===== src/hdl/fbf_pkg.sv =====
// ----------------------------------------------------------------------------
// fbf_pkg: shared types and constants of the fire blur and fade filter
// Pixel and window types, kernel kinds, register indexes, queue entry.
// ----------------------------------------------------------------------------
package fbf_pkg;

	localparam int PIX_W         = 24;
	localparam int MAX_WIDTH_DEF = 1024;
	localparam int HEIGHT_MAX    = 1024;
	localparam int ROW_W         = 10;
	localparam int OCOL_W        = 10;
	localparam int Q_DEPTH       = 4;

	// configuration register indexes
	localparam logic [1:0] CFG_WIDTH  = 2'd0;
	localparam logic [1:0] CFG_HEIGHT = 2'd1;
	localparam logic [1:0] CFG_FADE   = 2'd2;
	localparam logic [1:0] CFG_ORDER  = 2'd3;

	// kernels: full 3x3; edge, cols 1-2, [1][1] doubled; edge, cols 0-1, [1][0] doubled
	localparam logic [1:0] KIND_FULL   = 2'd0;
	localparam logic [1:0] KIND_EDGE_L = 2'd1;
	localparam logic [1:0] KIND_EDGE_R = 2'd2;

	typedef logic [PIX_W-1:0] pix_t;
	// [row][col], row 0 above, 1 centre, 2 newest; col 2 newest
	typedef pix_t [2:0][2:0] win_t;

	typedef struct packed {
		logic [10:0] width;
		logic [10:0] height;
		logic [7:0]  fade_step;
		logic        channel_order;
	} cfg_t;

	typedef struct packed {
		win_t              win;
		logic              a_vld;
		logic [1:0]        a_kind;
		logic [OCOL_W-1:0] a_col;
		logic              b_vld;
		logic [OCOL_W-1:0] b_col;
		logic [ROW_W-1:0]  row;
	} entry_t;

endpackage


===== src/hdl/fbf_queue.sv =====
// ----------------------------------------------------------------------------
// fbf_queue: short queue between classification and kernel evaluation
// Register-based FIFO, head read combinationally.
// ----------------------------------------------------------------------------
module fbf_queue import fbf_pkg::*; (
	input  logic   clk,
	input  logic   arst_n,
	input  logic   push,
	input  entry_t push_entry,
	output logic   full,
	input  logic   pop,
	output logic   nempty,
	output entry_t head
);
	localparam int PW = $clog2(Q_DEPTH);

	entry_t           mem_q [Q_DEPTH];
	logic [PW-1:0]    wp_q, rp_q;
	logic [PW:0]      cnt_q;

	assign full   = (cnt_q == (PW+1)'(Q_DEPTH));
	assign nempty = (cnt_q != '0);
	assign head   = mem_q[rp_q];

	always_ff @(posedge clk or negedge arst_n) begin
		if (!arst_n) begin
			wp_q  <= '0;
			rp_q  <= '0;
			cnt_q <= '0;
		end else begin
			if (push)
				wp_q <= wp_q + 1'b1;
			if (pop)
				rp_q <= rp_q + 1'b1;
			if (push && !pop)
				cnt_q <= cnt_q + 1'b1;
			else if (pop && !push)
				cnt_q <= cnt_q - 1'b1;
		end
	end

	always_ff @(posedge clk) begin
		if (push)
			mem_q[wp_q] <= push_entry;
	end

	a_no_overflow: assert property (@(posedge clk) disable iff (!arst_n) !(push && full))
		else $error("queue push while full");
	a_no_underflow: assert property (@(posedge clk) disable iff (!arst_n) !(pop && !nempty))
		else $error("queue pop while empty");
	a_cnt_range: assert property (@(posedge clk) disable iff (!arst_n)
		cnt_q <= (PW+1)'(Q_DEPTH))
		else $error("queue count out of range");

endmodule


===== config.mk =====
export PLATFORM = sky130hd
export DESIGN_NAME = fbf_queue
export DESIGN_NICKNAME = d
export VERILOG_FILES = /design/src/hdl/fbf_pkg.sv /design/src/hdl/fbf_queue.sv
export SDC_FILE = /design/constraint.sdc
export NUM_CORES = 1
export LEC_CHECK = 0
export BUFFER_PORTS_ARGS = -buffer_cell sky130_fd_sc_hd__buf_2
export CORE_MARGIN = 2
export CORE_UTILIZATION = 40
export CTS_CLUSTER_SIZE = 14
export DETAILED_ROUTE_END_ITERATION = 12
export MAX_ROUTING_LAYER = met4
export PLACE_DENSITY_LB_ADDON = 0.3
export SYNTH_ARGS = -nofsm -noshare
export SYNTH_HDL_FRONTEND = slang
export SYNTH_SLANG_ARGS = --single-unit
export TNS_END_PERCENT = 5

===== constraint.sdc =====
create_clock -name clk -period 9.4 [get_ports clk]
set_clock_uncertainty 0.2 [all_clocks]
set_input_delay 0.47 -clock clk [delete_from_list [all_inputs] [get_ports clk]]
set_output_delay 0.47 -clock clk [all_outputs]
set_load 0.02 [all_outputs]

Word level (Yosys, flattened, before mapping)
Memory sizes are Yosys's and may differ from the RTL's. Index checks and enable logic that the tools add are counted.

Word-level logic and storage cells: 19. Bits in writable memories: 1000. Output and inout bits: 252. Input bits: 254. Memories: 1. Flip-flop bits (word level): 7.

Add/subtract/negate cells: 4. Mux-type cells: 4. Reduce and logical (&&, ||, !) cells: 6. Equal/unequal tests: 1.

Memory list: mem_q (depth 4, width 250, rd ports 1, clocked after memory_dff 0, write ports 1, RTL line fbf_queue.sv:17) `entry_t mem_q [Q_DEPTH];`.

Operators with widths (number): 3-bit 2-to-1 mux (2); 2-bit by 1-bit adder with 2-bit output (second input constant) (2); 3-bit by 1-bit adder with 3-bit output (second input constant) (1); 3-bit == test (second input constant) (1); 3-bit nonzero test (1); 3-bit by 1-bit subtractor with 3-bit output (second input constant) (1); 1-bit logical AND (2); 1-bit zero test (2); 1-bit 2-to-1 mux (2); 2-bit nonzero test (1).

Longest topological paths before layout
Word-level depth: 4. Depth in mapped cells: 7. Gate-level depth less buffers: 7.

Worst setup path before layout
Ideal clock, no wire load.

Path type: flip-flop to flip-flop. Start: register wp_q[0]. End: memory mem_q[2][0] (netlist name) (enable). Setup time: 642 ps. Path slack: 2274 ps. Arrival: 6284 ps. Data required time: 8558 ps. Path buffers: 0. Cell stages (with the launch flop): 4. Clock period less this slack: 7126 ps. Cells stage by stage: dfrtp_1 inv_1 ha_1 and2_1.

RTL lines: from (decl) (RTL line fbf_queue.sv:18) `logic [PW-1:0] wp_q, rp_q;`; from (signal assigned) (RTL line fbf_queue.sv:32) `wp_q <= wp_q + 1'b1;`; to (decl) (RTL line fbf_queue.sv:17).

No word-level cell before the write port.

==> metrics <==
layout net count=2424; clock slew at reported path FFs=0.06 ns; TritonCTS clock tree=yes; grt total ovfl=0; # resized after CTS=0; switching share of power=31.36%; CP Cell Sequence=buf_12, buf_4, mux4_2, buf_2; # rows=110; largest net degree at the start of global routing=about 130; maxcap violations=0; Synth Warn #=0; initial antenna violation count=9; Netlist cell types=18; vias in the first global route=~19000; period utilization=48.75%; share of the synthesized area in the top cell type=82.37%; #FFs+latches synth=1007; crit-path max cell delay=0.98 ns; CP Max Fanout=88; number of clock sinks=a little over 1000; Area Overhead vs Synth=26.38%; WP data required=between 8 and 9 ns; R2R Path Start=wp_q[1]$_DFFE_PN0P_; hold_sp=cnt_q[2]$_DFFE_PN0P_; Die X=305.9 um; clock network power share=a little over a quarter; PwrDens=313.7 mW/mm^2; ys async rst share=0.6951%; clock latency reported for the late side of the worst-skew pair=~0.65 ns; Routed WL per cell=between 20 and 25 um; sequential fraction of the synthesis area=slightly above 80%; Internal Power=9922 uW; dpl hpwl=44140 um; Routed Antenna Nets=0; status=finished, final reports clean; Avg Vias per Cell=approximately 5.0; commonest non-fill, non-tap cell in the layout=edfxtp_1; combinational power share=between 30% and 40%; Final Max Slew Viols=0; Core Area=about 0.090 sq mm; Post-DP Area=approximately 0.040 sq mm; IO Count=approximately 510; kind of launch point of the worst setup path=register; HP Class=register to register; commonest non-fill, non-tap cells in the layout=edfxtp_1 (1000), buf_2 (505), dlygate4sd3_1 (254); layout cells sized above 1=40.92%; Max rail drop VDD=between 0.3 and 0.4 mV; Die H=305.9 um; sequential share of power=a little over two fifths; Switch Pwr=4532 uW; Synth area leader=edfxtp_1; Hold Worst Slack=0.2937 ns; CP Launch Point=rp_q[0]$_DFFE_PN0P_; RSZ-0062 raised after global routing=false; DRT Pass-1 Iters=4; all-layer global routing usage=~16%; DR vias=17258; Mapped Cells=1340; post-layout min period=4.583 ns; Root Driver=clkbuf_16; Syn Area/Cell=27.21 sq um; Setup Buffers After CTS=0; Initial Utilization=a little over 40%; Total Negative Setup Slacks=0 ns; final setup fails=0; DRC errors left=0; EDFF count, synth=1000; H-tree depth=3; Rel. slew slack=around 29%; routability cong.=roughly 0.80; CP endpoint kind=output port; crit path DAT=3.91 ns; Leakage=0.01570 uW; Max Clock Freq=218.2 MHz; endpoints failing hold=0; Design Area, Final=0.04607 sq mm; final wirelength=74580 um; Worst-Margin Slew=1.062 ns; CP max-delay cell=dfrtp_4; ys flop type=edfxtp_1; Setup CP Type=register to output port; first-pass GRT wire length=~110000 um; post-synth design cell area=between 0.03 and 0.04 sq mm; I/O Buffers=505; CTS buffer count=102; most area-consuming cells after synthesis=edfxtp_1 (82%), mux4_2 (15%), buf_6 (0.65%); CTS max path bufs=3; 1st-iter DRT viols=1331; area of the die=0.09357 sq mm; Mapped Nets=1600
## layer usage
layer / track usage [%] / routed length, um
met1: 20.47 / 29490
met2: 25.79 / 36680
met3: 5.316 / 6543
met4: 4.720 / 1874
met5: - / 0
## cell usage after synthesis, drive strengths merged (2+ instances only)
master / count
and2: 4
xor2: 4
edfxtp: 1000
buf: 50
xnor2: 2
clkbuf: 6
mux4: 250
inv: 4
ha: 5
dfrtp: 7
nand2: 2
## stage by stage
step                      cells  total power (uW)  setup slack [ns]  util (%)
after floorplan            1340              9426             2.274         -
after global routing       3425             15110             4.402     51.10
final                      3426             14450             4.817     51.10
after CTS                  3417             14670             4.637     51.08
after detailed placement   2982             10670             5.381     44.68
after global placement     2982             10610             5.404     44.68
## cell families (layout without fill, tap and decap cells)
logic type | after synthesis | after routing | share of synthesized area, %
and+or+nand+nor | 9 | 9 | 0.1373
adders and majority gates | 6 | 6 | 0.2265
buffers and inverters | 60 | 961 | 1.150
other | 0 | 9 | 0
xor gates and xnor gates | 6 | 6 | 0.1442
AOI/OAI and AO/OA | 1 | 1 | 0.01372
muxes | 251 | 251 | 15.48
DFF | 1007 | 1007 | 82.85
## registers in the layout (all words and copies together) (netlist names)
name,count
mem_q,1000
cnt_q,3
rp_q,2
wp_q,2
## final cells by class
class,instances,area [sq um]
Tap cell,1176,1471
Inverter,4,15.01
Fill cell,7064,44080
Antenna cell,9,22.52
Multi-Input combinational cell,273,5842
Timing Repair Buffer,776,5285
Sequential cell,1007,30210
Clock buffer,123,2695
Clock inverter,58,528.0
## final timing paths
path | cells after the start | slack (ns) | to
max | 4 | 4.82 | head[103]
min | 1 | 0.29 | cnt_q[2]$_DFFE_PN0P_
max reg2reg | 5 | 6.14 | mem_q[1][128]$_DFFE_PP_
min reg2reg | 1 | 0.29 | cnt_q[2]$_DFFE_PN0P_
max in group asynchronous | 3 | 8.13 | rp_q[0]$_DFFE_PN0P_
min in group asynchronous | 3 | 0.59 | cnt_q[0]$_DFFE_PN0P_
## worst max-delay path: cells and delay by family, from the launching register on
| kind | cells | cell delay, ns |
|---|---|---|
| buf+inv | 3 | 1.46 |
| mux | 1 | 0.61 |
| flops | 1 | 0.98 |
## power by group through the flow
stage                     Clock [uW]  Combinational (uW)  Sequential, uW
after floorplan                    0                3130            6300
after global placement             0                4390            6220
after detailed placement           0                4400            6270
after CTS                       3990                4510            6180
after global routing            4170                4700            6240
final                           3890                4400            6170
## timing repair
item                        CTS  global route
setup endpoints to repair     0             0
hold endpoints to repair   1011             0
hold buffers                254             0
Note: power is estimated with default switching activity, not from simulation.
