### config.mk
export PLATFORM = sky130hd
export DESIGN_NAME = fbf_back
export DESIGN_NICKNAME = d
export VERILOG_FILES = /design/src/hdl/fbf_pkg.sv /design/src/hdl/fbf_back.sv
export SDC_FILE = /design/constraint.sdc
export NUM_CORES = 1
export LEC_CHECK = 0
export BUFFER_PORTS_ARGS = -buffer_cell sky130_fd_sc_hd__buf_2
export CORE_AREA = 3 3 167 169
export DETAILED_ROUTE_END_ITERATION = 8
export DIE_AREA = 0 0 170 172
export GPL_TIMING_DRIVEN = 1
export MAX_ROUTING_LAYER = met4
export PLACE_DENSITY = 0.89
export SLEW_MARGIN = 30
export SYNTH_ARGS = -nofsm -noshare
export SYNTH_HDL_FRONTEND = slang
export SYNTH_SLANG_ARGS = --single-unit
### constraint.sdc
create_clock -name clk -period 11.3 [get_ports clk]
set_input_delay 1.13 -clock clk [delete_from_list [all_inputs] [get_ports clk]]
set_output_delay 1.13 -clock clk [all_outputs]
set_load 0.02 [all_outputs]
### src/hdl/fbf_pkg.sv
// ----------------------------------------------------------------------------
// fbf_pkg: shared types and constants of the fire blur and fade filter
// Pixel and window types, kernel kinds, register indexes, queue entry.
// ----------------------------------------------------------------------------
package fbf_pkg;

	localparam int PIX_W         = 24;
	localparam int MAX_WIDTH_DEF = 1024;
	localparam int HEIGHT_MAX    = 1024;
	localparam int ROW_W         = 10;
	localparam int OCOL_W        = 10;
	localparam int Q_DEPTH       = 4;

	// configuration register indexes
	localparam logic [1:0] CFG_WIDTH  = 2'd0;
	localparam logic [1:0] CFG_HEIGHT = 2'd1;
	localparam logic [1:0] CFG_FADE   = 2'd2;
	localparam logic [1:0] CFG_ORDER  = 2'd3;

	// kernels: full 3x3; edge, cols 1-2, [1][1] doubled; edge, cols 0-1, [1][0] doubled
	localparam logic [1:0] KIND_FULL   = 2'd0;
	localparam logic [1:0] KIND_EDGE_L = 2'd1;
	localparam logic [1:0] KIND_EDGE_R = 2'd2;

	typedef logic [PIX_W-1:0] pix_t;
	// [row][col], row 0 above, 1 centre, 2 newest; col 2 newest
	typedef pix_t [2:0][2:0] win_t;

	typedef struct packed {
		logic [10:0] width;
		logic [10:0] height;
		logic [7:0]  fade_step;
		logic        channel_order;
	} cfg_t;

	typedef struct packed {
		win_t              win;
		logic              a_vld;
		logic [1:0]        a_kind;
		logic [OCOL_W-1:0] a_col;
		logic              b_vld;
		logic [OCOL_W-1:0] b_col;
		logic [ROW_W-1:0]  row;
	} entry_t;

endpackage

### src/hdl/fbf_back.sv
// ----------------------------------------------------------------------------
// fbf_back: kernel evaluation and fade
// Issues one or two results per queue entry through a two-stage pipeline.
// ----------------------------------------------------------------------------
module fbf_back import fbf_pkg::*; (
	input  logic              clk,
	input  logic              arst_n,
	input  cfg_t              cfg,
	input  logic              nempty,
	input  entry_t            head,
	output logic              pop,
	output logic              out_valid,
	input  logic              out_stall,
	output pix_t              out_pixel,
	output logic [OCOL_W-1:0] out_column,
	output logic [ROW_W-1:0]  out_row,
	output logic              run_last
);
	function automatic logic [7:0] chv(input pix_t p, input int j);
		return p[PIX_W-1-8*j -: 8];
	endfunction

	function automatic logic [7:0] blur(input win_t wn, input logic [1:0] kind, input int j);
		logic [11:0] s;
		s = '0;
		case (kind)
			KIND_EDGE_L: begin
				for (int i = 0; i < 3; i++)
					s = s + 12'(chv(wn[i][1], j)) + 12'(chv(wn[i][2], j));
				s = s + 12'(chv(wn[1][1], j));
				blur = s[10:3];
			end
			KIND_EDGE_R: begin
				for (int i = 0; i < 3; i++)
					s = s + 12'(chv(wn[i][0], j)) + 12'(chv(wn[i][1], j));
				s = s + 12'(chv(wn[1][0], j));
				blur = s[10:3];
			end
			default: begin
				for (int i = 0; i < 3; i++) begin
					s = s + ((12'(chv(wn[i][0], j)) + 12'(chv(wn[i][2], j))
						+ {3'd0, chv(wn[i][1], j), 1'b0}) << ((i == 1) ? 1 : 0));
				end
				blur = s[11:4];
			end
		endcase
	endfunction

	function automatic logic [7:0] fade(input logic [7:0] v, input logic [7:0] st);
		return (v > st) ? v - st : 8'd0;
	endfunction

	logic        phase_q;
	logic        en1, en2, issue, sel_b;
	logic [1:0]  kind;

	logic              v_s1, last_s1;
	logic [7:0]        ch_s1 [3];
	logic [OCOL_W-1:0] col_s1;
	logic [ROW_W-1:0]  row_s1;

	logic        v_s2;
	logic [7:0]  f [3];
	logic [1:0]  first, other;

	assign en2   = !v_s2 || !out_stall;
	assign en1   = !v_s1 || en2;
	assign issue = nempty && en1;
	assign sel_b = phase_q || !head.a_vld;
	assign kind  = sel_b ? KIND_EDGE_L : head.a_kind;
	assign pop   = issue && (sel_b || !head.b_vld);

	always_ff @(posedge clk or negedge arst_n) begin
		if (!arst_n)
			phase_q <= 1'b0;
		else if (issue)
			phase_q <= !sel_b && head.b_vld;
	end

	always_ff @(posedge clk or negedge arst_n) begin
		if (!arst_n) begin
			v_s1 <= 1'b0;
			v_s2 <= 1'b0;
		end else begin
			if (en1)
				v_s1 <= issue;
			if (en2)
				v_s2 <= v_s1;
		end
	end

	always_ff @(posedge clk) begin
		if (issue) begin
			for (int j = 0; j < 3; j++)
				ch_s1[j] <= blur(head.win, kind, j);
			col_s1  <= sel_b ? head.b_col : head.a_col;
			row_s1  <= head.row;
			last_s1 <= sel_b || !head.b_vld;
		end
	end

	// fade the first non-zero channel in priority order
	always_comb begin
		first = cfg.channel_order ? 2'd0 : 2'd2;
		other = cfg.channel_order ? 2'd2 : 2'd0;
		for (int j = 0; j < 3; j++)
			f[j] = ch_s1[j];
		if (ch_s1[first] != 8'd0)
			f[first] = fade(ch_s1[first], cfg.fade_step);
		else if (ch_s1[1] != 8'd0)
			f[1] = fade(ch_s1[1], cfg.fade_step);
		else if (ch_s1[other] != 8'd0)
			f[other] = fade(ch_s1[other], cfg.fade_step);
	end

	always_ff @(posedge clk) begin
		if (en2 && v_s1) begin
			out_pixel  <= {f[0], f[1], f[2]};
			out_column <= col_s1;
			out_row    <= row_s1;
			run_last   <= last_s1;
		end
	end

	assign out_valid = v_s2;

endmodule

Word level (Yosys, flattened, before mapping)
Memories as Yosys holds them, arrays and structs flattened.
Index checks and enable logic that the tools add are counted.
{ "word_totals": {"output_inout_bits": 47, "regBits": 69, "mem_bits_rw": 24, "mem_count": 1, "in_bits": 285} }
{ "mem_list": {"columns": ["memory", "depth", "width", "rd", "rd_ports_with_merged_regs", "write_ports", "line_no", "text"], "rows": [
  ["ch_s1", 3, 8, 5, 0, 3, "fbf_back.sv:58", "logic [7:0] ch_s1 [3];"]
]} }
{ "op_classes": {"reduce_logical": 19, "n_mux": 26, "magnitude_cmp": 7, "addsub": 63, "n_eq_ne": 2, "bitwise_logic": 2} }
{ "op_table": {"columns": ["op", "n"], "rows": [
  ["11-bit by 8-bit adder with 11-bit output", 18],
  ["8-bit by 8-bit adder with 9-bit output", 15],
  ["9-bit by 9-bit adder with 10-bit output", 9],
  ["8-bit 2-to-1 mux", 11],
  ["10-bit by 8-bit adder with 11-bit output", 6],
  ["9-bit by 8-bit adder with 10-bit output", 6],
  ["24-bit bitwise mux", 2],
  ["24-bit 2-to-1 mux", 2],
  ["8-bit case mux with 2 select lines", 3],
  ["10-bit by 11-bit adder with 12-bit output", 3],
  ["12-bit by 10-bit adder with 12-bit output", 3],
  ["8-bit demux with 2-bit select", 2],
  ["8-bit > comparator", 3],
  ["8-bit nonzero test", 3],
  ["8-bit subtractor", 3],
  ["10-bit 2-to-1 mux", 1],
  ["3-bit >= comparator (second input constant)", 2],
  ["1-bit logical AND", 6],
  ["1-bit zero test", 6],
  ["3-bit by 1-bit < comparator with 1-bit output (second input constant)", 2],
  ["2-bit 2-to-1 mux", 3],
  ["2-bit inverter with 3-bit output", 2],
  ["1-bit logical OR", 4],
  ["2-bit by 1-bit equality test with 1-bit output (second input constant)", 1],
  ["2 further kinds", 3]
]} }

Logic depth before layout (Yosys ltp)
Gate-level depths: netlist (run 1).
{ "depth": {"word_depth": 10, "mapped_depth": 24, "ltp_nobuf": 24} }

Least setup slack after synthesis (run 1)
OpenSTA, ideal clock, no wires.
{ "synth_path": {"kind": "input port to flip-flop", "from": "in head[123] (netlist bit)", "to": "mem ch_s1[0][6] (data pin)", "stages": 22, "slack_ps": 5102, "path_buffers": 0, "t_arrival_ps": 5937, "setup_time_ps": 261, "path_cell_list": "fa_1 ha_1 inv_1 fa_1 nor2b_1 o21ai_0 nand2b_1 a21o_1 a21o_1 xor2_1 fa_1 ha_1 inv_1 fa_1 inv_1 ha_1 ha_1 and3_1 a221oi_1 o21bai_1 xor2_1 a221o_1"} }
{ "synth_lines": {"columns": ["item", "line_no", "text"], "rows": [
  ["from (decl)", "fbf_back.sv:10", "input entry_t head,"],
  ["to (decl)", "fbf_back.sv:58", null]
]} }

==> results of run 1 <==
layer usage:
layer | wire, µm | vias up | part of all wire [%]
li1 | - | 5873 | -
met1 | 16000 | 6317 | 39
met2 | 21200 | 449 | 52
met3 | 2250 | 89 | 5.5
met4 | 1170 | 0 | 2.9
met5 | 0 | - | 0
per-stage QoR:
| stage | total power, mW | std cells | hold WS [ps] | setup slack [ps] |
|---|---|---|---|---|
| after floorplan | 3.08 | 1645 | 400 | 5100 |
| after global placement | 3.74 | 2282 | 401 | 4560 |
| after detailed placement | 3.91 | 2282 | 405 | 4500 |
| after CTS | 4.24 | 2298 | 421 | 4830 |
| after global routing | 4.73 | 2303 | 425 | 4520 |
| final | 4.27 | 2303 | 420 | 4790 |
synth_stat cells (17+ instances only):
| master | n |
|---|---|
| sky130_fd_sc_hd__o21ai_0 | 50 |
| sky130_fd_sc_hd__a21o_1 | 25 |
| sky130_fd_sc_hd__mux2_2 | 21 |
| sky130_fd_sc_hd__inv_1 | 454 |
| sky130_fd_sc_hd__a21oi_1 | 83 |
| sky130_fd_sc_hd__ha_1 | 155 |
| sky130_fd_sc_hd__nor3_1 | 18 |
| sky130_fd_sc_hd__fa_1 | 318 |
| sky130_fd_sc_hd__nor2_1 | 57 |
| sky130_fd_sc_hd__nand2b_1 | 20 |
| sky130_fd_sc_hd__xnor2_1 | 40 |
| sky130_fd_sc_hd__edfxtp_1 | 90 |
| sky130_fd_sc_hd__nand2_1 | 58 |
| sky130_fd_sc_hd__o21a_1 | 17 |
| sky130_fd_sc_hd__xor2_1 | 38 |
cell families (layout without fill, tap and decap cells):
kind of cell	Yosys count	in the layout	share of synthesized area (%)
adders and majority gates	473	473	49.7
buffers and inverters	471	783	10.6
AOI/OAI and AO/OA	268	268	10.3
and+or+nand+nor	237	237	7.04
DFF	93	93	16.6
xor gates and xnor gates	78	78	4.09
muxes	25	25	1.65
other	0	5	0
worst register-to-register path, cell delays in order (launching register included):
cell	delay, ps
sky130_fd_sc_hd__edfxtp_1	490
sky130_fd_sc_hd__mux2i_1	200
sky130_fd_sc_hd__ha_1	210
sky130_fd_sc_hd__inv_1	60
sky130_fd_sc_hd__fa_1	400
sky130_fd_sc_hd__a21o_1	190
sky130_fd_sc_hd__a21oi_1	320
sky130_fd_sc_hd__nor2_1	100
sky130_fd_sc_hd__o22ai_1	550
sky130_fd_sc_hd__nor3_1	180
sky130_fd_sc_hd__a21oi_1	190
sky130_fd_sc_hd__o21ai_0	170
area by class of cell:
cell class	instances	area, µm²
Inverter	454	1710
Antenna cell	5	12.5
Clock inverter	7	80.1
Fill cell	1907	7730
Multi-Input combinational cell	1081	12200
Timing Repair Buffer	313	1580
Tap cell	341	427
Clock buffer	9	225
Sequential cell	93	2780
power breakdown:
group / total [mW] / internal [mW] / leakage (nW) / switching, mW
Combinational: 3.38 / 1.48 / 8.60 / 1.90
Sequential: 0.584 / 0.519 / 0.904 / 0.0652
Clock: 0.313 / 0.176 / 0.154 / 0.137
worst paths after layout:
check                                            from  slack (ps)                      end
worst max-delay path                        head[115]        4790    ch_s1[1][7]$_DFFE_PP_
worst min-delay path              row_s1[7]$_DFFE_PP_         420     out_row[7]$_DFFE_PP_
worst max register to register  ch_s1[0][0]$_DFFE_PP_        7940  out_pixel[21]$_DFFE_PP_
worst min register to register    row_s1[7]$_DFFE_PP_         420     out_row[7]$_DFFE_PP_
max in group asynchronous                      arst_n       10610      phase_q$_DFFE_PN0P_
min in group asynchronous                      arst_n         580    out_valid$_DFFE_PN0P_
flip-flops by register name (all words and copies together), names as in the netlist, 10 cells and up:
name / flops
ch_s1: 24
out_pixel: 24
out_column: 10
out_row: 10
col_s1: 10
row_s1: 10
==> results.py, run 1 <==
metrics = {
    "clocking": {
        "clock_sinks": 93,
        "post_cts_resize_count": 0,
        "buffer_levels_on_the_longest_clock_path": 2,
        "postCtsSetupRepairBufs": 0,
        "cts_inserted_buffers": 9,
        "tritoncts": "yes",
        "cts_root_buf": "sky130_fd_sc_hd__clkbuf_16",
        "htree_num_levels": 3,
        "ctsHoldBuffers": 0,
        "clk_latency_ps": 340,
        "clkSlewWorstSetupHoldPaths_ps": 70,
    },
    "worst_setup_path": {
        "cp_num_cells": 23,
        "worstPathBufferInverterCount": 4,
        "cp_cell_sequence": "buf_2, fa_1, ha_1, inv_1, fa_1, nor2b_1, o21ai_0, a21oi_1, o21ai_0, nand2b_1, xor2_1, fa_1, ha_1, inv_1, fa_1, inv_1, ha_1, ha_1, a2111oi_0, o21bai_1, a21oi_1, xnor2_1, a21oi_1",
        "worst-endpoint-required_ps": 11360,
        "critical_path.endpoint_type": "flip-flop",
        "crit_path_launch_type": "input pin",
        "critical_path.top_delay_family": "adder cells",
        "max_stage_delay_ps": 580,
        "cp_data_arrival_time_ps": 6570,
        "critical_path_peak_fanout": 3,
        "type_of_the_worst_setup_path": "input pin to flip-flop",
        "r2r.worst_path.cells": 11,
        "slowest_cell_on_the_critical_path": "sky130_fd_sc_hd__fa_1",
    },
    "place": {
        "placement.io_buffers": 309,
        "detailed_place_hpwl_mm": 36.2,
        "placed_cell_area_mm2": 0.0187,
        "gp_congestion": 0.957,
    },
    "grt": {
        "layer_with_the_highest_usage_after_global_routing": "met2",
        "use_met3_pct": 2.95,
        "globalRouteTotalUtil_pct": 28.9,
        "grt_first_pass_wirelength_mm": 65.3,
        "grt_start_max_net_pins": 46,
        "global_route.overflow_total": 0,
        "antenna_found_initial": 5,
        "gr-usage-met2_pct": 51.4,
        "grt_pass1_vias": 13800,
        "met1_usage_pct": 35.3,
    },
    "layout": {
        "post_route_cells_drive_above_1_share_pct": 18.4,
        "finalNetCount": 2710,
        "area_delta_synth_final_pct": 13.6,
        "commonest_non_fill_non_tap_cells_in_the_layout": "sky130_fd_sc_hd__inv_1 (453), sky130_fd_sc_hd__fa_1 (318), sky130_fd_sc_hd__buf_2 (309), sky130_fd_sc_hd__ha_1 (155), sky130_fd_sc_hd__edfxtp_1 (90)",
        "cell_area_after_layout_mm2": 0.0190,
        "layout.cells.most_common": "sky130_fd_sc_hd__inv_1",
        "finalCoreUtilization_pct": 71.1,
    },
    "floorplanning": {
        "die_w_um": 170,
        "core.rowCount": 60,
        "die_area_mm2": 0.0292,
        "pin_count": 332,
        "fp.dieH_um": 172,
        "fp.coreArea_mm2": 0.0267,
        "start_util_pct": 62.5,
    },
    "outcome": {
        "run_status": "finished clean",
    },
    "sta": {
        "rsz0062_at_grt": "no",
        "final-setup-viol-count": 0,
        "setup_tns_ps": 0,
        "fin_crit_sh_pct": 57.6,
        "tightest_slew_ps": 988,
        "finalHoldViolations": 0,
        "max_slew_margin_pct": 34.1,
        "timing_max_transition_violations_final": 0,
        "max_clock_freq_ghz": 0.154,
        "clock_skew_ps": 9.60,
        "time_the_worst_path_needs_with_i_o_delays_and_setup_ps": 6510,
    },
    "drt": {
        "drt-total-wl_mm": 40.7,
        "number_of_violations_reported_at_the_end_of_detailed_routing_iteration_0": 819,
        "via_count": 12700,
        "route.detailed.drc": 0,
        "detail_route.wl_per_cell_um": 17.7,
        "antenna_left": 0,
        "drt-pass1-iter-count": 5,
        "average_via_count_per_standard_cell": 5.53,
    },
    "yosys": {
        "synthesis.area_per_instance_um2": 10.2,
        "ys.warnings.count": 0,
        "synth_top_area_cell": "sky130_fd_sc_hd__fa_1",
        "synth_largest_type_area_fraction_pct": 38.1,
        "synth-edff-count": 90,
        "synth.cell_area_mm2": 0.0167,
        "dominantRegCellSynth": "sky130_fd_sc_hd__edfxtp_1",
        "synthArstFlopShare_pct": 3.23,
        "synth_sequential_area_ratio_pct": 16.6,
        "syn-instance-count": 1645,
        "synth_cell_type_count": 58,
        "syn_nets": 2403,
        "post_synth_main_area_contributors": "sky130_fd_sc_hd__fa_1 (38%), sky130_fd_sc_hd__edfxtp_1 (16%), sky130_fd_sc_hd__ha_1 (12%)",
        "ys_ff_latch": 93,
    },
    "power_and_ir_drop": {
        "vdd_ir_drop_max_v": 0.000140,
        "power_density_mw_per_mm2": 225,
        "p_leak_nw": 9.66,
    },
    "hold_path": {
        "class_of_the_tightest_hold_or_removal_check": "flip-flop to flip-flop",
        "whs_path_depth": 0,
    },
    "job": {
        "cap_viol_max_count": 0,
    },
}
Note: power is estimated with default switching activity, not from simulation.
==> run 2: changes to the inputs <==
--- a/config.mk
+++ b/config.mk
@@ -6,12 +6,12 @@
 export NUM_CORES = 1
 export LEC_CHECK = 0
 export BUFFER_PORTS_ARGS = -buffer_cell sky130_fd_sc_hd__buf_2
-export CORE_AREA = 3 3 167 169
+export CORE_AREA = 3 3 174 176
 export DETAILED_ROUTE_END_ITERATION = 8
-export DIE_AREA = 0 0 170 172
+export DIE_AREA = 0 0 177 179
 export GPL_TIMING_DRIVEN = 1
 export MAX_ROUTING_LAYER = met4
-export PLACE_DENSITY = 0.89
+export PLACE_DENSITY = 0.83
 export SLEW_MARGIN = 30
 export SYNTH_ARGS = -nofsm -noshare
 export SYNTH_HDL_FRONTEND = slang
==> constraint.sdc (replaced) <==
create_clock -name clk -period 6.7 [get_ports clk]
set_input_delay 0.67 -clock clk [delete_from_list [all_inputs] [get_ports clk]]
set_output_delay 0.67 -clock clk [all_outputs]
set_load 0.02 [all_outputs]
==> run 2 against run 1 <==
Count of clock-buffer cells in the layout unchanged. Worst setup slack got worse by 4000 ps. Non-clock buffer count grew 1. Clock skew rose by 5.0 ps. Global-route usage down 3.1 points. Critical path type unchanged. Largest cell class unchanged.
==> results.py, run 2 (synthesis gave the netlist of run 1 again) <==
metrics = {
    "clocking": {
        "clock_sinks": 93,
        "cts_inserted_buffers": 9,
        "postCtsSetupRepairBufs": 0,
        "clk_latency_ps": 350,
        "tritoncts": "yes",
        "buffer_levels_on_the_longest_clock_path": 2,
        "cts_root_buf": "sky130_fd_sc_hd__clkbuf_16",
        "ctsHoldBuffers": 0,
        "htree_num_levels": 3,
        "post_cts_resize_count": 0,
        "clkSlewWorstSetupHoldPaths_ps": 80,
    },
    "drt": {
        "route.detailed.drc": 0,
        "detail_route.wl_per_cell_um": 16.4,
        "antenna_left": 0,
        "via_count": 12500,
        "number_of_violations_reported_at_the_end_of_detailed_routing_iteration_0": 635,
        "drt-pass1-iter-count": 7,
        "average_via_count_per_standard_cell": 5.33,
        "drt-total-wl_mm": 38.5,
    },
    "grt": {
        "grt_pass1_vias": 13500,
        "antenna_found_initial": 2,
        "grt_start_max_net_pins": 46,
        "grt_first_pass_wirelength_mm": 63.5,
        "globalRouteTotalUtil_pct": 25.8,
        "global_route.overflow_total": 0,
    },
    "layout": {
        "commonest_non_fill_non_tap_cells_in_the_layout": "sky130_fd_sc_hd__inv_1 (453), sky130_fd_sc_hd__fa_1 (318), sky130_fd_sc_hd__buf_2 (309), sky130_fd_sc_hd__ha_1 (155), sky130_fd_sc_hd__edfxtp_1 (90)",
        "layout.cells.most_common": "sky130_fd_sc_hd__inv_1",
        "finalNetCount": 2711,
        "regs_by_ff_count": "ch_s1: 24 flops, out_pixel: 24 flops",
        "post_route_cells_drive_above_1_share_pct": 18.5,
        "area_delta_synth_final_pct": 14.1,
    },
    "worst_setup_path": {
        "slowest_cell_on_the_critical_path": "sky130_fd_sc_hd__fa_1",
        "critical_path.top_delay_family": "adder cells",
        "max_stage_delay_ps": 550,
        "worstPathBufferInverterCount": 4,
        "type_of_the_worst_setup_path": "input pin to flip-flop",
        "crit_path_launch_type": "input pin",
        "critical_path.endpoint_type": "flip-flop",
        "cp_data_arrival_time_ps": 6050,
        "ff2ff_setup_slack_ps": 3420,
        "worst-endpoint-required_ps": 6810,
        "critical_path_peak_fanout": 4,
    },
    "sta": {
        "setup_tns_ps": 0,
        "worst_hold_slack_ps": 108,
        "timing_max_transition_violations_final": 0,
        "finalHoldViolations": 0,
        "final-setup-viol-count": 0,
        "tightest_slew_ps": 952,
        "max_clock_freq_ghz": 0.168,
        "fin_crit_sh_pct": 88.7,
        "post-route-worst-setup-slack_ps": 759,
        "max_slew_margin_pct": 36.1,
        "time_the_worst_path_needs_with_i_o_delays_and_setup_ps": 5940,
        "rsz0062_at_grt": "no",
        "clock_skew_ps": 14.6,
    },
    "power_and_ir_drop": {
        "p_leak_nw": 9.67,
        "vdd_ir_drop_max_v": 0.000227,
        "power_density_mw_per_mm2": 375,
    },
    "hold_path": {
        "class_of_the_tightest_hold_or_removal_check": "input pin to asynchronous set/reset pin",
    },
    "place": {
        "pre_cts_ws_ps": 416,
        "placement.io_buffers": 309,
        "gp_congestion": 0.932,
        "detailed_place_hpwl_mm": 34.4,
    },
    "floorplanning": {
        "start_util_pct": 58.1,
        "die_area_mm2": 0.0317,
        "pin_count": 332,
        "core.rowCount": 62,
        "fp.coreArea_mm2": 0.0288,
        "fp.dieH_um": 179,
        "die_w_um": 177,
    },
    "outcome": {
        "run_status": "finished clean",
    },
    "job": {
        "cap_viol_max_count": 0,
    },
}
## run 2: layer usage
metal / up-vias / part of all wire, % / global-route usage (%)
met2: 405 / 51 / 44.1
met1: 6134 / 41 / 32.9
met3: 75 / 5.9 / 3.30
li1: 5882 / - / -
met4: 0 / 2.2 / 6.64
met5: - / 0 / -
## run 2: path summary, 6_finish.rpt
check                                            from                       to  cells after the start
max in group asynchronous                      arst_n      phase_q$_DFFE_PN0P_                      1
min in group clk                  col_s1[6]$_DFFE_PP_  out_column[6]$_DFFE_PP_                      0
worst min register to register    col_s1[6]$_DFFE_PP_  out_column[6]$_DFFE_PP_                      0
worst max register to register  ch_s1[0][0]$_DFFE_PP_  out_pixel[21]$_DFFE_PP_                     11
worst max-delay path                        head[107]    ch_s1[2][7]$_DFFE_PP_                     25
worst min-delay path                           arst_n    out_valid$_DFFE_PN0P_                      1
## run 2: worst register-to-register path: stages, from the launching register on
cell                       delay, ps
sky130_fd_sc_hd__edfxtp_1        510
sky130_fd_sc_hd__mux2i_1         210
sky130_fd_sc_hd__ha_1            190
sky130_fd_sc_hd__inv_1            60
sky130_fd_sc_hd__fa_1            410
sky130_fd_sc_hd__a21o_1          200
sky130_fd_sc_hd__a21oi_1         300
sky130_fd_sc_hd__nor2_1          100
sky130_fd_sc_hd__o22ai_1         440
sky130_fd_sc_hd__nor3_1          170
sky130_fd_sc_hd__a21oi_1         240
sky130_fd_sc_hd__o21ai_0         170
## run 2: power breakdown
part / leakage (nW) / total, mW / switching (mW) / internal (mW)
clock: 0.162 / 0.560 / 0.226 / 0.333
sequential: 0.904 / 0.987 / 0.112 / 0.875
combinational: 8.61 / 5.61 / 3.13 / 2.48
total: 9.67 / 7.16 / 3.47 / 3.69
## run 2: final cells by class
| cell class | count | area (µm²) |
|---|---|---|
| Clock inverter | 7 | 104 |
| Clock buffer | 9 | 225 |
| Inverter | 454 | 1710 |
| Sequential cell | 93 | 2780 |
| Multi-Input combinational cell | 1081 | 12200 |
| Tap cell | 384 | 480 |
| Timing Repair Buffer | 314 | 1580 |
| Fill cell | 2234 | 9700 |
| Antenna cell | 2 | 5.00 |
## run 2: through the flow
step / power (mW) / instance area, µm² / util (%) / instances
global placement: 6.34 / 18700 / 65.1 / 2326
global route: 7.99 / 19100 / 66.3 / 2344
finish: 7.16 / 19100 / 66.3 / 2344
detailed placement: 6.56 / 18700 / 65.1 / 2326
CTS: 7.16 / 19100 / 66.2 / 2342
floorplan: 5.19 / 16700 / - / 1645
==> run 3: changes to the inputs <==
--- a/config.mk
+++ b/config.mk
@@ -10,6 +10,7 @@
 export DETAILED_ROUTE_END_ITERATION = 8
 export DIE_AREA = 0 0 177 179
 export GPL_TIMING_DRIVEN = 1
+export HOLD_SLACK_MARGIN = 0.12
 export MAX_ROUTING_LAYER = met4
 export PLACE_DENSITY = 0.83
 export SLEW_MARGIN = 30
==> run 3 against run 2 <==
Power hardly changed. Global-route usage stayed put. Sequential power hardly changed. Clock power hardly changed. Design area hardly changed. Count of clock-buffer cells in the layout stayed put. Register-to-register slack better by 20 ps. Worst setup slack better by 3.7 ps. Sequential share of layout area hardly changed. Worst hold slack better by 310 ps. Critical path type unchanged. Largest cell class unchanged.
==> results.py, run 3 (synthesis gave the netlist of run 1 again) <==
metrics = {
    "place": {
        "detailed_place_hpwl_mm": 34.4,
        "gp_congestion": 0.932,
        "placement.io_buffers": 309,
    },
    "grt": {
        "global_route.overflow_total": 0,
        "met1_usage_pct": 32.9,
        "globalRouteTotalUtil_pct": 25.8,
        "gr-usage-met2_pct": 44.1,
        "grt_start_max_net_pins": 46,
        "grt_pass1_vias": 13500,
        "antenna_found_initial": 2,
        "grt_first_pass_wirelength_mm": 63.5,
        "layer_with_the_highest_usage_after_global_routing": "met2",
        "use_met3_pct": 3.30,
    },
    "worst_setup_path": {
        "crit_path_launch_type": "input pin",
        "critical_path_peak_fanout": 4,
        "r2r.worst_path.cells": 11,
        "type_of_the_worst_setup_path": "input pin to flip-flop",
        "cp_data_arrival_time_ps": 6050,
        "worst-endpoint-required_ps": 6810,
        "regToRegStartpoint": "ch_s1[0][0]$_DFFE_PP_",
        "max_stage_delay_ps": 550,
        "critical_path.endpoint_type": "flip-flop",
        "startpoint": "head[107]",
        "slowest_cell_on_the_critical_path": "sky130_fd_sc_hd__fa_1",
    },
    "layout": {
        "regs_by_ff_count": "ch_s1: 24 flops, out_pixel: 24 flops",
        "fillerInstances": 2233,
        "commonest_non_fill_non_tap_cells_in_the_layout": "sky130_fd_sc_hd__inv_1 (453), sky130_fd_sc_hd__fa_1 (318), sky130_fd_sc_hd__buf_2 (309), sky130_fd_sc_hd__ha_1 (155), sky130_fd_sc_hd__edfxtp_1 (90)",
        "post_route_cells_drive_above_1_share_pct": 18.5,
        "finalNetCount": 2712,
        "area_delta_synth_final_pct": 14.2,
        "layout.cells.most_common": "sky130_fd_sc_hd__inv_1",
    },
    "sta": {
        "worst_hold_slack_ps": 418,
        "max_slew_margin_pct": 36.3,
        "fin_crit_sh_pct": 88.6,
        "time_the_worst_path_needs_with_i_o_delays_and_setup_ps": 5940,
        "finalHoldViolations": 0,
        "tightest_slew_ps": 948,
        "clock_skew_ps": 16.6,
        "timing_max_transition_violations_final": 0,
        "rsz0062_at_grt": "no",
        "final-setup-viol-count": 0,
        "setup_tns_ps": 0,
        "max_clock_freq_ghz": 0.168,
    },
    "clocking": {
        "cts_inserted_buffers": 9,
        "clock_sinks": 93,
        "tritoncts": "yes",
        "postCtsSetupRepairBufs": 0,
        "clk_latency_ps": 350,
        "clkSlewWorstSetupHoldPaths_ps": 80,
        "buffer_levels_on_the_longest_clock_path": 2,
        "htree_num_levels": 3,
        "cts_root_buf": "sky130_fd_sc_hd__clkbuf_16",
    },
    "drt": {
        "detail_route.wl_per_cell_um": 16.4,
        "via_count": 12500,
        "number_of_violations_reported_at_the_end_of_detailed_routing_iteration_0": 586,
        "average_via_count_per_standard_cell": 5.32,
        "antenna_left": 0,
        "route.detailed.drc": 0,
        "drt-total-wl_mm": 38.5,
        "drt-pass1-iter-count": 5,
    },
    "hold_path": {
        "class_of_the_tightest_hold_or_removal_check": "flip-flop to flip-flop",
        "hold_path.startpoint": "col_s1[6]$_DFFE_PP_",
        "whs_path_depth": 0,
    },
    "floorplanning": {
        "pin_count": 332,
        "die_area_mm2": 0.0317,
        "die_w_um": 177,
        "fp.dieH_um": 179,
        "fp.coreArea_mm2": 0.0288,
        "start_util_pct": 58.1,
        "core.rowCount": 62,
    },
    "power_and_ir_drop": {
        "p_leak_nw": 9.68,
        "power_density_mw_per_mm2": 375,
        "post-layout-total-power_mw": 7.17,
        "vdd_ir_drop_max_v": 0.000227,
    },
    "job": {
        "cap_viol_max_count": 0,
    },
    "outcome": {
        "run_status": "finished clean",
    },
}
==> run 3: cell count changes in the layout (fill, tap and decap cells not counted), sizes merged <==
cell         delta
dlygate4sd3     +1
==> run 3: layer usage <==
metal  up-vias  wire length (µm)
met5         -                 0
met4         0               821
met3        70              2250
met2       400             19500
met1      6123             15900
li1       5883                 -
==> run 3: final timing paths <==
check	slack, ps	end
worst max-delay path	760	ch_s1[2][7]$_DFFE_PP_
max in group asynchronous	5950	phase_q$_DFFE_PN0P_
worst min register to register	420	out_column[6]$_DFFE_PP_
min in group asynchronous	640	out_valid$_DFFE_PN0P_
worst min-delay path	420	out_column[6]$_DFFE_PP_
worst max register to register	3440	out_pixel[21]$_DFFE_PP_
==> run 3: power breakdown <==
group | switching (mW) | internal, mW
sequential | 0.113 | 0.875
clock | 0.227 | 0.334
combinational | 3.14 | 2.48
total | 3.48 | 3.69
==> run 3: area by class of cell <==
cell class | instances | area, µm² | share of cell area, %
clock buffer | 9 | 225 | 1.18
multi-input combinational | 1081 | 12200 | 63.9
tap | 384 | 480 | 2.52
inverter | 454 | 1710 | 8.94
clock inverter | 7 | 104 | 0.544
timing repair buffer | 315 | 1590 | 8.35
antenna | 2 | 5.00 | 0.0262
sequential | 93 | 2780 | 14.6
==> run 3: critical path: cells and delay by family <==
kind	cells	cell delay, ps
adders and majority gates	8	2960
AOI/OAI and AO/OA	5	1140
and+or+nand+nor	6	740
buffers and inverters	4	270
xor gates and xnor gates	2	260
==> run 3: repair_timing <==
| item | in CTS | in global routing |
|---|---|---|
| gates resized for setup | 0 | 0 |
| endpoints found under the hold margin | 3 | 0 |
| endpoints found under the setup margin | 0 | 0 |
| hold buffers | 1 | 0 |
==> run 3: per-stage QoR <==
stage                     setup WS, ps  cells  instance area, µm²  utilization (%)
final                              763   2345               19100             66.3
after global routing               389   2345               19100             66.3
after CTS                          784   2343               19100             66.3
after detailed placement           416   2326               18700             65.1
after global placement             538   2326               18700             65.1
after floorplan                    962   1645               16700                -
